## config.mk

```make
export PLATFORM = sky130hd
export DESIGN_NAME = soft_takeover_signal_input
export DESIGN_NICKNAME = d
export VERILOG_FILES = /design/src/rtl/sti_pkg.sv /design/src/rtl/sti_pickup.sv /design/src/rtl/sti_scale.sv /design/src/rtl/soft_takeover_signal_input.sv
export SDC_FILE = /design/constraint.sdc
export NUM_CORES = 1
export LEC_CHECK = 0
export BUFFER_PORTS_ARGS = -buffer_cell sky130_fd_sc_hd__buf_2
export CORE_ASPECT_RATIO = 0.5
export CORE_UTILIZATION = 60
export DETAILED_ROUTE_END_ITERATION = 6
export PLACE_DENSITY_LB_ADDON = 0.12
export SKIP_LAST_GASP = 1
export SLEW_MARGIN = 30
export SYNTH_ARGS = -nofsm -noshare
export SYNTH_HDL_FRONTEND = slang
export SYNTH_SLANG_ARGS = --single-unit
```

## constraint.sdc

```tcl
create_clock -name clk -period 10.87 [get_ports clk]
set_input_delay 0.5435 -clock clk [delete_from_list [all_inputs] [get_ports clk]]
set_output_delay 0.5435 -clock clk [all_outputs]
set_load 0.05 [all_outputs]
```

## src/rtl/sti_pkg.sv

```systemverilog
`default_nettype none

package sti_pkg;

	localparam int CMD_W    = 2;
	localparam int SAMPLE_W = 16;
	localparam int GAIN_W   = 16;
	localparam int OFFSET_W = 16;
	localparam int VALUE_W  = 19;
	localparam int CFG_W    = 16;
	localparam int CFG_IDX_W = 1;

	// Gain is Q4.12, so the product drops this many fraction bits.
	localparam int GAIN_FRAC = 12;

	localparam logic [CMD_W-1:0] CMD_TICK      = 2'd0;
	localparam logic [CMD_W-1:0] CMD_PLUG_SRC  = 2'd1;
	localparam logic [CMD_W-1:0] CMD_PLUG_CONST = 2'd2;
	localparam logic [CMD_W-1:0] CMD_UNPLUG    = 2'd3;

	localparam logic [CFG_IDX_W-1:0] REG_GAIN   = 1'd0;
	localparam logic [CFG_IDX_W-1:0] REG_OFFSET = 1'd1;

	localparam logic signed [GAIN_W-1:0]   GAIN_RESET   = 16'sd4096;
	localparam logic signed [OFFSET_W-1:0] OFFSET_RESET = 16'sd0;

	// Selected value and flags handed from the pickup stage to the scaler.
	typedef struct packed {
		logic signed [SAMPLE_W-1:0] sel;
		logic                       following;
		logic                       pending;
	} pick_t;

endpackage

`default_nettype wire

```

## src/rtl/sti_pickup.sv

```systemverilog
`default_nettype none

module sti_pickup (
	input  wire logic                                clk,
	input  wire logic                                arst_n,
	input  wire logic                                load,
	input  wire logic [sti_pkg::CMD_W-1:0]           cmd,
	input  wire logic signed [sti_pkg::SAMPLE_W-1:0] sample,
	output sti_pkg::pick_t                           pick
);
	import sti_pkg::*;

	logic signed [SAMPLE_W-1:0] held_q, held_n;
	logic                       follow_q, follow_n;
	logic                       pending_q, pending_n;
	logic                       above_q, above_n;
	logic                       reached;

	// Source has come around to the held value from its starting side.
	assign reached = above_q ? (sample <= held_q) : (sample >= held_q);

	always_comb begin
		held_n    = held_q;
		follow_n  = follow_q;
		pending_n = pending_q;
		above_n   = above_q;
		case (cmd)
			CMD_TICK: begin
				if (pending_q && reached) begin
					follow_n  = 1'b1;
					pending_n = 1'b0;
					above_n   = 1'b0;
				end
			end
			CMD_PLUG_SRC: begin
				if (sample == held_q) begin
					follow_n  = 1'b1;
					pending_n = 1'b0;
					above_n   = 1'b0;
				end else begin
					follow_n  = 1'b0;
					pending_n = 1'b1;
					above_n   = (sample > held_q);
				end
			end
			CMD_PLUG_CONST: begin
				held_n    = sample;
				follow_n  = 1'b0;
				pending_n = 1'b0;
				above_n   = 1'b0;
			end
			CMD_UNPLUG: begin
				if (follow_q) begin
					held_n = sample;
				end
				follow_n  = 1'b0;
				pending_n = 1'b0;
				above_n   = 1'b0;
			end
			default: begin
				held_n = held_q;
			end
		endcase
	end

	always_ff @(posedge clk or negedge arst_n) begin
		if (!arst_n) begin
			held_q    <= '0;
			follow_q  <= 1'b0;
			pending_q <= 1'b0;
			above_q   <= 1'b0;
		end else if (load) begin
			held_q    <= held_n;
			follow_q  <= follow_n;
			pending_q <= pending_n;
			above_q   <= above_n;
		end
	end

	assign pick.sel       = follow_n ? sample : held_n;
	assign pick.following = follow_n;
	assign pick.pending   = pending_n;

endmodule

`default_nettype wire

```

## src/rtl/sti_scale.sv

```systemverilog
`default_nettype none

module sti_scale (
	input  wire logic                                clk,
	input  wire logic                                load,
	input  sti_pkg::pick_t                           pick,
	input  wire logic signed [sti_pkg::GAIN_W-1:0]   gain,
	input  wire logic signed [sti_pkg::OFFSET_W-1:0] offset,
	output logic signed [sti_pkg::VALUE_W-1:0]       value,
	output logic                                     following,
	output logic                                     pending
);
	import sti_pkg::*;

	localparam int PROD_W = SAMPLE_W + GAIN_W;
	localparam int Q_W    = PROD_W - GAIN_FRAC;
	localparam int SUM_W  = Q_W + 1;

	localparam logic signed [SUM_W-1:0] VMAX = SUM_W'((1 <<< (VALUE_W - 1)) - 1);
	localparam logic signed [SUM_W-1:0] VMIN = -SUM_W'(1 <<< (VALUE_W - 1));

	logic signed [PROD_W-1:0] prod;
	logic signed [Q_W-1:0]    quo;
	logic signed [SUM_W-1:0]  sum;
	logic signed [VALUE_W-1:0] sat;

	// Arithmetic shift rounds toward minus infinity.
	assign prod = pick.sel * gain;
	assign quo  = Q_W'(prod >>> GAIN_FRAC);
	assign sum  = SUM_W'(quo) + SUM_W'(offset);

	always_comb begin
		if (sum > VMAX) begin
			sat = VMAX[VALUE_W-1:0];
		end else if (sum < VMIN) begin
			sat = VMIN[VALUE_W-1:0];
		end else begin
			sat = sum[VALUE_W-1:0];
		end
	end

	always_ff @(posedge clk) begin
		if (load) begin
			value     <= sat;
			following <= pick.following;
			pending   <= pick.pending;
		end
	end

endmodule

`default_nettype wire

```

## src/rtl/soft_takeover_signal_input.sv

```systemverilog
// Channel   Handshake             Payload
// --------  --------------------  ---------------------------------
// in        in_valid / in_stall   cmd[1:0], sample[15:0] (Q1.15)
// out       out_valid / out_stall value[18:0] (Q4.15), following, pending
// cfg       cfg_we (no wait)      cfg_index[0], cfg_data[15:0]
//
// Two stages: the pickup state updates at the input transfer and the
// selected value lands in the _s1 register; from there it is multiplied
// by gain, offset is added and it saturates into the output register.
// Throughput is one item per cycle while out is not stalled.
// Reset clears the pickup state, the stage valid bits and loads gain 1.0,
// offset 0. A stall on out holds both stages and backs up into in_stall.
`default_nettype none

module soft_takeover_signal_input (
	input  wire logic                                clk,
	input  wire logic                                arst_n,
	input  wire logic                                in_valid,
	output logic                                     in_stall,
	input  wire logic [sti_pkg::CMD_W-1:0]           cmd,
	input  wire logic signed [sti_pkg::SAMPLE_W-1:0] sample,
	output logic                                     out_valid,
	input  wire logic                                out_stall,
	output logic signed [sti_pkg::VALUE_W-1:0]       value,
	output logic                                     following,
	output logic                                     pending,
	input  wire logic                                cfg_we,
	input  wire logic [sti_pkg::CFG_IDX_W-1:0]       cfg_index,
	input  wire logic [sti_pkg::CFG_W-1:0]           cfg_data
);
	import sti_pkg::*;

	logic signed [GAIN_W-1:0]   gain_q;
	logic signed [OFFSET_W-1:0] offset_q;

	pick_t pick_c;
	pick_t pick_s1;
	logic  valid_s1;
	logic  adv_out;
	logic  adv_s1;
	logic  in_xfer;

	// Output register frees when empty or when its transfer completes.
	assign adv_out  = !out_valid || !out_stall;
	// Stage 1 may load when it is empty or moving on into the output.
	assign adv_s1   = !valid_s1 || adv_out;
	assign in_stall = !adv_s1;
	assign in_xfer  = in_valid && adv_s1;

	// Configuration: the user must write it only while idle (not enforced here), no read-back.
	always_ff @(posedge clk or negedge arst_n) begin
		if (!arst_n) begin
			gain_q   <= GAIN_RESET;
			offset_q <= OFFSET_RESET;
		end else if (cfg_we) begin
			case (cfg_index)
				REG_GAIN:   gain_q   <= cfg_data;
				REG_OFFSET: offset_q <= cfg_data;
				default:    gain_q   <= gain_q;
			endcase
		end
	end

	// Pickup state advances on each input transfer.
	sti_pickup u_pickup (
		.clk    (clk),
		.arst_n (arst_n),
		.load   (in_xfer),
		.cmd    (cmd),
		.sample (sample),
		.pick   (pick_c)
	);

	// Stage 1: hold the selected value and flags.
	always_ff @(posedge clk or negedge arst_n) begin
		if (!arst_n) begin
			valid_s1 <= 1'b0;
		end else if (adv_s1) begin
			valid_s1 <= in_valid;
		end
	end

	always_ff @(posedge clk) begin
		if (in_xfer) begin
			pick_s1 <= pick_c;
		end
	end

	// Output stage valid: advance with stage 1, drop on transfer out.
	always_ff @(posedge clk or negedge arst_n) begin
		if (!arst_n) begin
			out_valid <= 1'b0;
		end else if (adv_out) begin
			out_valid <= valid_s1;
		end
	end

	// Scale, offset and saturate into the output register.
	sti_scale u_scale (
		.clk       (clk),
		.load      (adv_out && valid_s1),
		.pick      (pick_s1),
		.gain      (gain_q),
		.offset    (offset_q),
		.value     (value),
		.following (following),
		.pending   (pending)
	);

endmodule

`default_nettype wire

```

==> impl_results.md, run 1 <==
* Outcome: completed
* Antenna diode count at 0
* Fillcell total at 1,913
* Fin crit share at 83.77%
* DRC violation count after routing at 0
* Worst hold-check slack at 0.3270 ns
* RSZ-0062 raised after global routing: false
* Mean instance size in the synthesized netlist at 10.05 µm²
* Final-layout setup total negative slack at 0 ns
* Number of flops mapped to enable cells by yosys at 39
* Net count after synthesis at 1,861
* Antenna violation net count after detailed routing at 0
* Ratio of cells with drive above 1 in the final layout at 10.34%
* Insertion delay to the later sink of the worst-skew pair at 0.36 ns
* Headroom to the max-slew limit at 37.56%
* First-pass GRT wire length at 55,630 µm
* Total via count after detailed routing at 9,988
* Netlist Area Pre-Place at 14,490 µm²
* Startpoint Class: register
* Total routing resource utilization after global routing at 29.13%
* Most common flop cell mapped by yosys: sky130_fd_sc_hd__dfrtp_1
* Class of the worst hold path: input pin to async pin
* Pin count of the biggest net entering global routing at 54
* Port-buffer cells at 62
* CTS-repair resized insts at 0
* Post-layout minimum cycle time at 9.106 ns
* Slew at the pin closest to its max-slew limit at roughly 0.94 ns
* Growth of design area from synthesis to finish at 5.595%
* Setup fix buffers added after clock tree synthesis at 0
* Startpoint-to-endpoint class of the critical path: register to register
* Clock slew at the register clock pins of the worst setup and hold paths at 0.07 ns
* Standard-cell rows at 39
* Post-synth top area share at 36.20%
* Final Skew at 0.01341 ns
* Number of warnings issued by yosys at 0
* Root cell of the clock tree: sky130_fd_sc_hd__clkbuf_16
* Total congestion overflow at 0
* Cell type contributing the most total cell area after synthesis: sky130_fd_sc_hd__fa_1
* Number of hold violations in the final report at 0
* Worst Path Required at 10.95 ns
* Count of H-tree levels built during CTS at 3
* Slowest cell on crit path: sky130_fd_sc_hd__edfxtp_1
* Antenna violations before repair at 0
* Starting density of the core at 62.38%
* Core ar. at 23,230 µm²
* Cell types with the largest area share after synthesis: sky130_fd_sc_hd__fa_1, sky130_fd_sc_hd__ha_1, sky130_fd_sc_hd__dfrtp_1
* Routed WL at about 33,000 µm
* Clock tree from TritonCTS: built
* Netlist cell types at 59
* Highest Clock Rate at around 110 MHz
* Seq cells post-synth at 92
* Starting DRC count in detailed routing at 681
* Via count of the first global-routing pass at between 10,000 and 15,000
* Detailed-placement wirelength estimate at 26,780 µm
* Sinks on Clock Net at 92
* Iteration count of the initial detailed-routing pass at 7
* GPL Wtd Cong at between 0.9 and 1
* TritonCTS Buffers at 9
* Final setup violation count at 0
* Maximum single-stage delay on the critical path at 0.97 ns
* Share of flip-flops with an asynchronous set or reset at 57.61%
* Synthesized instance count at 1,442
* CP Data Arrival Time at between 9 and 10 ns
* Count of nets after finishing at 1,893
* Peak fanout along the critical path at 16
* Top-level port count at 63
* Number of max-cap violations at 0
* Crit path capture type: register
* Cell repeated most along the worst path: sky130_fd_sc_hd__fa_1
* Number of vias per cell after detailed routing at ~5.6
* Routed WL per cell at 18.66 µm
* Final max-slew violation count at 0
* Vert. Die Dim at 111.9 µm
* Hold Buf Count CTS at 0
* Full die area at 24,810 µm²
* Die span in x at between 200 and 250 µm
* Maximum root-to-sink buffer count at 2
* Part of the Yosys area used for sequential elements at around 17%
[sequential cells by signal, summed over array words and instances, names as in the netlist]
name and cells:
u_scale.following 1, u_scale.value 19, out_valid 1, u_pickup.held_q 16, u_pickup.above_q 1, valid_s1 1
gain_q 16, u_pickup.pending_q 1, pick_s1 18, u_pickup.follow_q 1, u_scale.pending 1, offset_q 16
[synth_stat cells, types with 4 or more instances]
cell,n
sky130_fd_sc_hd__a211oi_1,7
sky130_fd_sc_hd__a21o_1,18
sky130_fd_sc_hd__a21oi_1,44
sky130_fd_sc_hd__a31oi_1,4
sky130_fd_sc_hd__and2_1,121
sky130_fd_sc_hd__and3_1,6
sky130_fd_sc_hd__buf_6,4
sky130_fd_sc_hd__clkbuf_1,37
sky130_fd_sc_hd__dfrtp_1,52
sky130_fd_sc_hd__edfxtp_1,39
sky130_fd_sc_hd__fa_1,262
sky130_fd_sc_hd__ha_1,117
sky130_fd_sc_hd__inv_1,328
sky130_fd_sc_hd__mux2_2,60
sky130_fd_sc_hd__nand2_1,130
sky130_fd_sc_hd__nand2b_1,12
sky130_fd_sc_hd__nand3_1,11
sky130_fd_sc_hd__nand4_1,6
sky130_fd_sc_hd__nor2_1,28
sky130_fd_sc_hd__nor2b_1,6
sky130_fd_sc_hd__nor3_1,4
sky130_fd_sc_hd__o211ai_1,6
sky130_fd_sc_hd__o21a_1,11
sky130_fd_sc_hd__o21ai_0,29
sky130_fd_sc_hd__o21bai_1,8
sky130_fd_sc_hd__xnor2_1,32
sky130_fd_sc_hd__xor2_1,15
[layout make-up]
type	instances	area, µm²	share of cell area [%]
Tap cell	307	384.1	2.510
Inverter	328	1231	8.046
Multi-Input combinational cell	978	10570	69.10
Clock inverter	6	52.55	0.3434
Clock buffer	10	229.0	1.496
Sequential cell	92	2499	16.33
Timing Repair Buffer	65	332.8	2.175
[worst paths after layout]
| kind | startpoint | slack, ns | to | cells past startpoint |
|---|---|---|---|---|
| setup / recovery | pick_s1[4] | 1.76 | u_scale.value[0] | 28 |
| hold / removal | arst_n | 0.33 | u_pickup.held_q[11] | 2 |
| setup reg to reg | pick_s1[4] | 1.76 | u_scale.value[0] | 28 |
| hold reg to reg | pick_s1[0] | 0.43 | u_scale.pending | 0 |
| max in group asynchronous | arst_n | 9.98 | offset_q[1] | 2 |
| min in group clk | in_valid | 0.39 | valid_s1 | 2 |
[critical path, delay by kind of cell (launching register included)]
kind	cells	cell delay [ns]
compound gates	13	3.47
xor+xnor	1	0.14
fa+ha+maj	8	3.59
buf+inv	3	0.15
simple gates	3	0.48
flops	1	0.97
[placed cells by master (no fill, tap or decap), types with 15 or more instances in the layout]
cell type and n:
sky130_fd_sc_hd__ha_1 117, sky130_fd_sc_hd__mux2_2 60, sky130_fd_sc_hd__xor2_1 15, sky130_fd_sc_hd__edfxtp_1 39
sky130_fd_sc_hd__fa_1 262, sky130_fd_sc_hd__inv_1 327, sky130_fd_sc_hd__buf_2 62, sky130_fd_sc_hd__dfrtp_1 52
sky130_fd_sc_hd__a21o_1 18, sky130_fd_sc_hd__a21oi_1 44, sky130_fd_sc_hd__xnor2_1 32, sky130_fd_sc_hd__nand2_1 130
sky130_fd_sc_hd__nor2_1 28, sky130_fd_sc_hd__o21ai_0 29, sky130_fd_sc_hd__and2_1 121
[through the flow]
step / util, % / cell area [µm²] / std cells / setup slack [ns]
finish: 65.87 / 15300 / 1786 / 1.764
global route: 65.87 / 15300 / 1786 / 1.247
CTS: 65.87 / 15300 / 1786 / 1.832
detailed placement: 64.66 / 15020 / 1770 / 1.852
global placement: 64.63 / 15010 / 1770 / 2.023
floorplan: - / 14490 / 1442 / 2.679
[cell families after synthesis]
family	after synthesis	synth area share, %
and+or+nand+nor	334	11.64
buffers and inverters	372	9.870
muxes	62	4.818
xor gates and xnor gates	47	2.841
AOI/OAI and AO/OA	156	7.288
DFF	92	17.24
adders and majority gates	379	46.30
[routing by layer]
| metal | vias up | GRT usage [%] | wire length (µm) |
|---|---|---|---|
| met5 | - | 0 | 0 |
| met4 | 0 | 8.426 | 811 |
| met3 | 54 | 3.985 | 1492 |
| met2 | 268 | 48.91 | 16180 |
| met1 | 5142 | 39.95 | 14840 |
| li1 | 4524 | - | - |
Power of run 1 is left out: the tool's default activity adds up to more than one toggle a clock period on the data nets, which glitch-free logic cannot reach.
==> run 2: changes to the inputs <==
Clock period 10.87 ns to 9.2 ns, I/O delays scaled along.
==> run 2 against run 1 <==
Fmax is 4.1% higher. Sequential share of layout area down 0.22 points. Non-clock buffer count grew 19. Largest cell class unchanged. Highest routed layer unchanged.
==> impl_results.md, run 2 (same netlist as run 1, synthesis figures left out) <==
* Hold Buf Count CTS at 0 (unchanged)
* Top flop regs: u_scale.value: 19 flops, pick_s1: 18 flops
* Commonest non-fill, non-tap cell in the layout: sky130_fd_sc_hd__inv_1
* Top-level port count at 63 (unchanged)
* Pin count of the biggest net entering global routing at 54 (unchanged)
* Clock slew at the register clock pins of the worst setup and hold paths at 0.08 ns (about the same)
* Crit path capture type: register
* Outcome: completed
* Register with the most flip-flops: u_scale.value
* Peak fanout along the critical path at 17 (+1)
* Path depth of the worst reg2reg path at 29 (+3.6%)
* Footprint of the multi-input gates at 10,580 µm² (about the same)
* Starting density of the core at 62.38% (unchanged)
* Startpoint-to-endpoint class of the critical path: register to register
* RSZ-0062 raised after global routing: false
* Final-layout setup total negative slack at 0 ns (unchanged)
* Number of max-cap violations at 0 (unchanged)
* Routed WL at 33,410 µm (+0.26%)
* Maximum single-stage delay on the critical path at 0.60 ns (-0.37 ns)
* Antenna violation net count after detailed routing at 0 (unchanged)
* Post-layout minimum cycle time at 8.745 ns (-0.3603 ns)
* Worst Path Required at 9.32 ns (-1.63 ns)
* Standard-cell rows at 39 (unchanged)
* Fin crit share at 95.06% (+11 points)
* Reg2Reg Setup Slack at 0.45 ns (-1.31 ns)
* Ratio of cells with drive above 1 in the final layout at 11.75% (+1.4 points)
* Total routing resource utilization after global routing at 29.14% (about the same)
* Final core utilization at 66.78% (+0.91 points)
* DRC violation count after routing at 0 (unchanged)
* Antenna violations before repair at 2 (+2)
* Pre-CTS setup slack at 0.2036 ns (-1.648 ns)
* Final max-slew violation count at 0 (unchanged)
* Endpoint of the most critical register-to-register path: u_scale.value[1]
* Worst hold-check slack at 0.2252 ns (-0.1018 ns)
* Vert. Die Dim at 111.9 µm (unchanged)
* Minimum setup slack in the final design at 0.4546 ns (-1.310 ns)
* Starting DRC count in detailed routing at 683 (+0.29%)
* Sinks on Clock Net at 92 (unchanged)
* Total congestion overflow at 0 (unchanged)
* Worst reg2reg startpoint: gain_q[2]
* Full die area at 24,810 µm² (unchanged)
* Routed WL per cell at 18.49 µm (-0.90%)
* Slew at the pin closest to its max-slew limit at 0.9091 ns (-0.02754 ns)
* First element of the critical path: gain_q[2]
* GPL Wtd Cong at 0.9275 (+2.1%)
* TritonCTS Buffers at 9 (unchanged)
* Detailed-placement wirelength estimate at 27,300 µm (+1.9%)
* Final setup violation count at 0 (unchanged)
* Headroom to the max-slew limit at 39.40% (+1.8 points)
* Via count of the first global-routing pass at 10,780 (-0.86%)
* Root cell of the clock tree: sky130_fd_sc_hd__clkbuf_16
* CP Data Arrival Time at 8.86 ns (-0.33 ns)
* Number of vias per cell after detailed routing at 5.609 (+0.29%)
* Count of nets after finishing at 1,912 (+1.0%)
* Die span in x at 221.8 µm (unchanged)
* Clock tree from TritonCTS: built
* Cell repeated most along the worst path: sky130_fd_sc_hd__fa_1
* Highest Clock Rate at 114.3 MHz (+4.1%)
* Most frequent cells in the layout: sky130_fd_sc_hd__inv_1, sky130_fd_sc_hd__fa_1, sky130_fd_sc_hd__nand2_1
* First-pass GRT wire length at 55,440 µm (-0.33%)
* Final Skew at 0.01009 ns (-0.003317 ns)
* Iteration count of the initial detailed-routing pass at 5 (-2)
* Port-buffer cells at 62 (unchanged)
* Count of H-tree levels built during CTS at 3 (unchanged)
* Growth of design area from synthesis to finish at 7.046%
* CP top delay family: adder cells
* Startpoint Class: register
* Total via count after detailed routing at 10,140 (+1.5%)
* Insertion delay to the later sink of the worst-skew pair at 0.37 ns (about the same)
* Fillcell total at 1,891 (-1.2%)
* Maximum root-to-sink buffer count at 2 (unchanged)
* Slowest cell on crit path: sky130_fd_sc_hd__dfrtp_1
* Number of hold violations in the final report at 0 (unchanged)
* Number of buffers and inverters on the critical path at 5 (+2)
* Class of the worst hold path: input pin to async pin
* Flip-flop count of the largest register after layout at 19 (unchanged)
* Sequential cell area in the final layout at 2499 µm² (unchanged)
* Core ar. at 23,230 µm² (unchanged)
==> run 2: cell types whose count changed in the layout (fill, tap and decap cells not counted), sizes merged <==
| cell | before | now |
|---|---|---|
| buf | 65 | 84 |
| clkbuf | 10 | 9 |
| clkinv | 2 | 4 |
| inv | 331 | 330 |
| diode | 0 | 2 |
==> run 2: routing by layer <==
metal / up-vias / track usage [%] / share of wire (%)
li1: 4568 / - / -
met1: 5214 / 39.41 / 42
met2: 288 / 48.09 / 48
met3: 65 / 4.170 / 5.9
met4: 0 / 11.44 / 3.5
met5: - / 0 / 0
==> run 2: what timing repair did <==
action / CTS / global route
buffers inserted: 0 / 2
setup endpoints to repair: 0 / 16
hold endpoints to repair: 0 / 0
gates resized for setup: 0 / 2
==> run 2: final cells by class <==
type / count / share of cell area, %
Sequential cell: 92 / 16.11
Tap cell: 307 / 2.476
Clock buffer: 9 / 1.452
Clock inverter: 7 / 0.5485
Timing Repair Buffer: 84 / 3.227
Antenna cell: 2 / 0.03227
Multi-Input combinational cell: 978 / 68.22
Inverter: 328 / 7.937
==> run 2: worst max path at each step <==
stage,depth (start not counted),to
floorplan,31,u_scale.value[17]
global placement,28,u_scale.value[17]
detailed placement,28,u_scale.value[17]
CTS,28,u_scale.value[17]
global route,30,u_scale.value[1]
finish,29,u_scale.value[1]
==> run 2: per-stage QoR <==
| step | instance area (µm²) | std cells |
|---|---|---|
| after floorplan | 14490 | 1442 |
| after global placement | 15140 | 1787 |
| after detailed placement | 15140 | 1787 |
| after CTS | 15450 | 1803 |
| after global routing | 15510 | 1805 |
| final | 15510 | 1807 |
Power of run 2 is left out for the same reason.
==> run 3: changes to the inputs <==
Settings changed: MAX_ROUTING_LAYER from default to met4.
==> run 3 against run 2 <==
Hold slack better by 0.0088 ns. Clock-buffer cell count unchanged. Fmax down 0.58%. First-iteration DRC count up 1.3%. Setup slack worse by 0.051 ns. Final cell count up 0.39%. Non-clock buffer count up 9. Utilization up 0.65 points. Global-route usage up 1.1 points. Die area unchanged. Wire length up 1.4%. Largest cell class unchanged.
==> impl_results.md, run 3 (same netlist as run 1, synthesis figures left out) <==
* Crit path capture type: register
* Top-level port count at 63 (unchanged)
* Worst hold-check slack at 0.2339 ns (+0.008771 ns)
* Number of hold violations in the final report at 0 (unchanged)
* Number of vias per cell after detailed routing at 5.628 (+0.34%)
* Insertion delay to the later sink of the worst-skew pair at 0.37 ns (about the same)
* Startpoint-to-endpoint class of the critical path: register to register
* Root cell of the clock tree: sky130_fd_sc_hd__clkbuf_16
* Full die area at 24,810 µm² (unchanged)
* Flip-flop count of the largest register after layout at 19 (unchanged)
* Ratio of cells with drive above 1 in the final layout at 12.34% (+0.59 points)
* Final Skew at 0.01170 ns (+0.001609 ns)
* Post-layout minimum cycle time at 8.797 ns (+0.05138 ns)
* Fin crit share at 95.62% (+0.56 points)
* Commonest non-fill, non-tap cell in the layout: sky130_fd_sc_hd__inv_1
* Number of max-cap violations at 0 (unchanged)
* Via count of the first global-routing pass at 11,090 (+2.9%)
* Final max-slew violation count at 0 (unchanged)
* First-pass GRT wire length at 55,950 µm (+0.92%)
* Total congestion overflow at 0 (unchanged)
* Top flop regs: u_scale.value: 19 flops, pick_s1: 18 flops
* GPL Wtd Cong at 0.9166 (-1.2%)
* Slowest cell on crit path: sky130_fd_sc_hd__edfxtp_1
* Starting DRC count in detailed routing at 692 (+1.3%)
* Clock tree from TritonCTS: built
* Reg2Reg Setup Slack at 0.40 ns (-0.05 ns)
* Growth of design area from synthesis to finish at 8.082%
* Highest Clock Rate at 113.7 MHz (-0.58%)
* First element of the critical path: pick_s1[3]
* Cell repeated most along the worst path: sky130_fd_sc_hd__fa_1
* Routed WL at 33,870 µm (+1.4%)
* Port-buffer cells at 62 (unchanged)
* Maximum root-to-sink buffer count at 2 (unchanged)
* Headroom to the max-slew limit at 42.33% (+2.9 points)
* Total via count after detailed routing at 10,210 (+0.73%)
* Register with the most flip-flops: u_scale.value
* Clock slew at the register clock pins of the worst setup and hold paths at 0.08 ns (about the same)
* Iteration count of the initial detailed-routing pass at 5 (unchanged)
* Routed WL per cell at 18.67 µm (+0.99%)
* Outcome: completed
* Detailed-placement wirelength estimate at 27,180 µm (-0.46%)
* Worst reg2reg startpoint: pick_s1[3]
* Count of nets after finishing at 1,921 (+0.47%)
* CP Data Arrival Time at 8.90 ns (+0.04 ns)
* TritonCTS Buffers at 9 (unchanged)
* Die span in x at 221.8 µm (unchanged)
* Startpoint Class: register
* DRC violation count after routing at 0 (unchanged)
* Antenna violation net count after detailed routing at 0 (unchanged)
* Most frequent cells in the layout: sky130_fd_sc_hd__inv_1, sky130_fd_sc_hd__fa_1, sky130_fd_sc_hd__nand2_1
* Vert. Die Dim at 111.9 µm (unchanged)
* Maximum single-stage delay on the critical path at 0.89 ns (+0.29 ns)
* Pre-CTS setup slack at 0.1614 ns (-0.04229 ns)
* Path depth of the worst reg2reg path at 28 (-3.4%)
* Pin count of the biggest net entering global routing at 54 (unchanged)
* Class of the worst hold path: input pin to async pin
* Minimum setup slack in the final design at 0.4033 ns (-0.05138 ns)
* Antenna violations before repair at 1 (-1)
* Slew at the pin closest to its max-slew limit at 0.8650 ns (-0.04402 ns)
* Hold Buf Count CTS at 0 (unchanged)
* Total routing resource utilization after global routing at 30.28% (+1.1 points)
* Standard-cell rows at 39 (unchanged)
* Starting density of the core at 62.38% (unchanged)
* Endpoint of the most critical register-to-register path: u_scale.value[0]
* Fillcell total at 1,845 (-2.4%)
* Worst Path Required at 9.30 ns (-0.02 ns)
* Core ar. at 23,230 µm² (unchanged)
* Final setup violation count at 0 (unchanged)
* Antenna diode count at 0 (-2)
* Count of H-tree levels built during CTS at 3 (unchanged)
* Peak fanout along the critical path at 14 (-3)
* Sinks on Clock Net at 92 (unchanged)
[run 3: how the worst max path moves through the flow]
stage,endpoint,slack (ns)
4_1_cts,u_scale.value[0],0.13
5_1_grt,u_scale.value[0],-0.04
6_report,u_scale.value[0],0.40
3_3_place_gp,u_scale.value[17],0.39
2_1_floorplan,u_scale.value[17],1.01
3_5_place_dp,u_scale.value[0],0.16
[run 3: layer usage]
| layer | global-route usage [%] | vias up | wire, µm |
|---|---|---|---|
| met5 | - | - | 0 |
| met4 | 11.85 | 0 | 1197 |
| met3 | 4.777 | 81 | 1882 |
| met2 | 48.91 | 307 | 16540 |
| met1 | 38.75 | 5233 | 14260 |
| li1 | - | 4588 | - |
[run 3: worst max-delay path, delay by kind of cell (launching register included)]
family	cells	cell delay [ns]
buffers and inverters	4	0.30
xor gates and xnor gates	1	0.17
AOI/OAI and AO/OA	14	3.32
DFF	1	0.89
adders and majority gates	8	3.63
and+or+nand+nor	1	0.19
[run 3: timing repair]
item,in CTS,in global routing
setup endpoints to repair,0,18
hold endpoints to repair,0,0
gates resized for setup,0,3
setup buffers,0,12
[run 3: final cells by class]
cell class	instances	area, µm²	share of cell area, %
clock inverter	7	121.4	0.7749
tap	307	384.1	2.453
timing repair buffer	93	618.1	3.947
sequential	92	2500	15.96
inverter	328	1231	7.861
clock buffer	9	225.2	1.438
multi-input combinational	978	10580	67.56
[run 3: stage by stage]
stage	utilization, %	cell area, µm²	setup TNS [ns]	cells
2_1_floorplan	-	14490	0	1442
3_3_place_gp	65.15	15130	0	1786
3_5_place_dp	65.15	15130	0	1786
4_1_cts	66.64	15480	0	1802
5_1_grt	67.43	15660	-0.04092	1814
6_report	67.43	15660	0	1814
Power of run 3 is left out for the same reason.
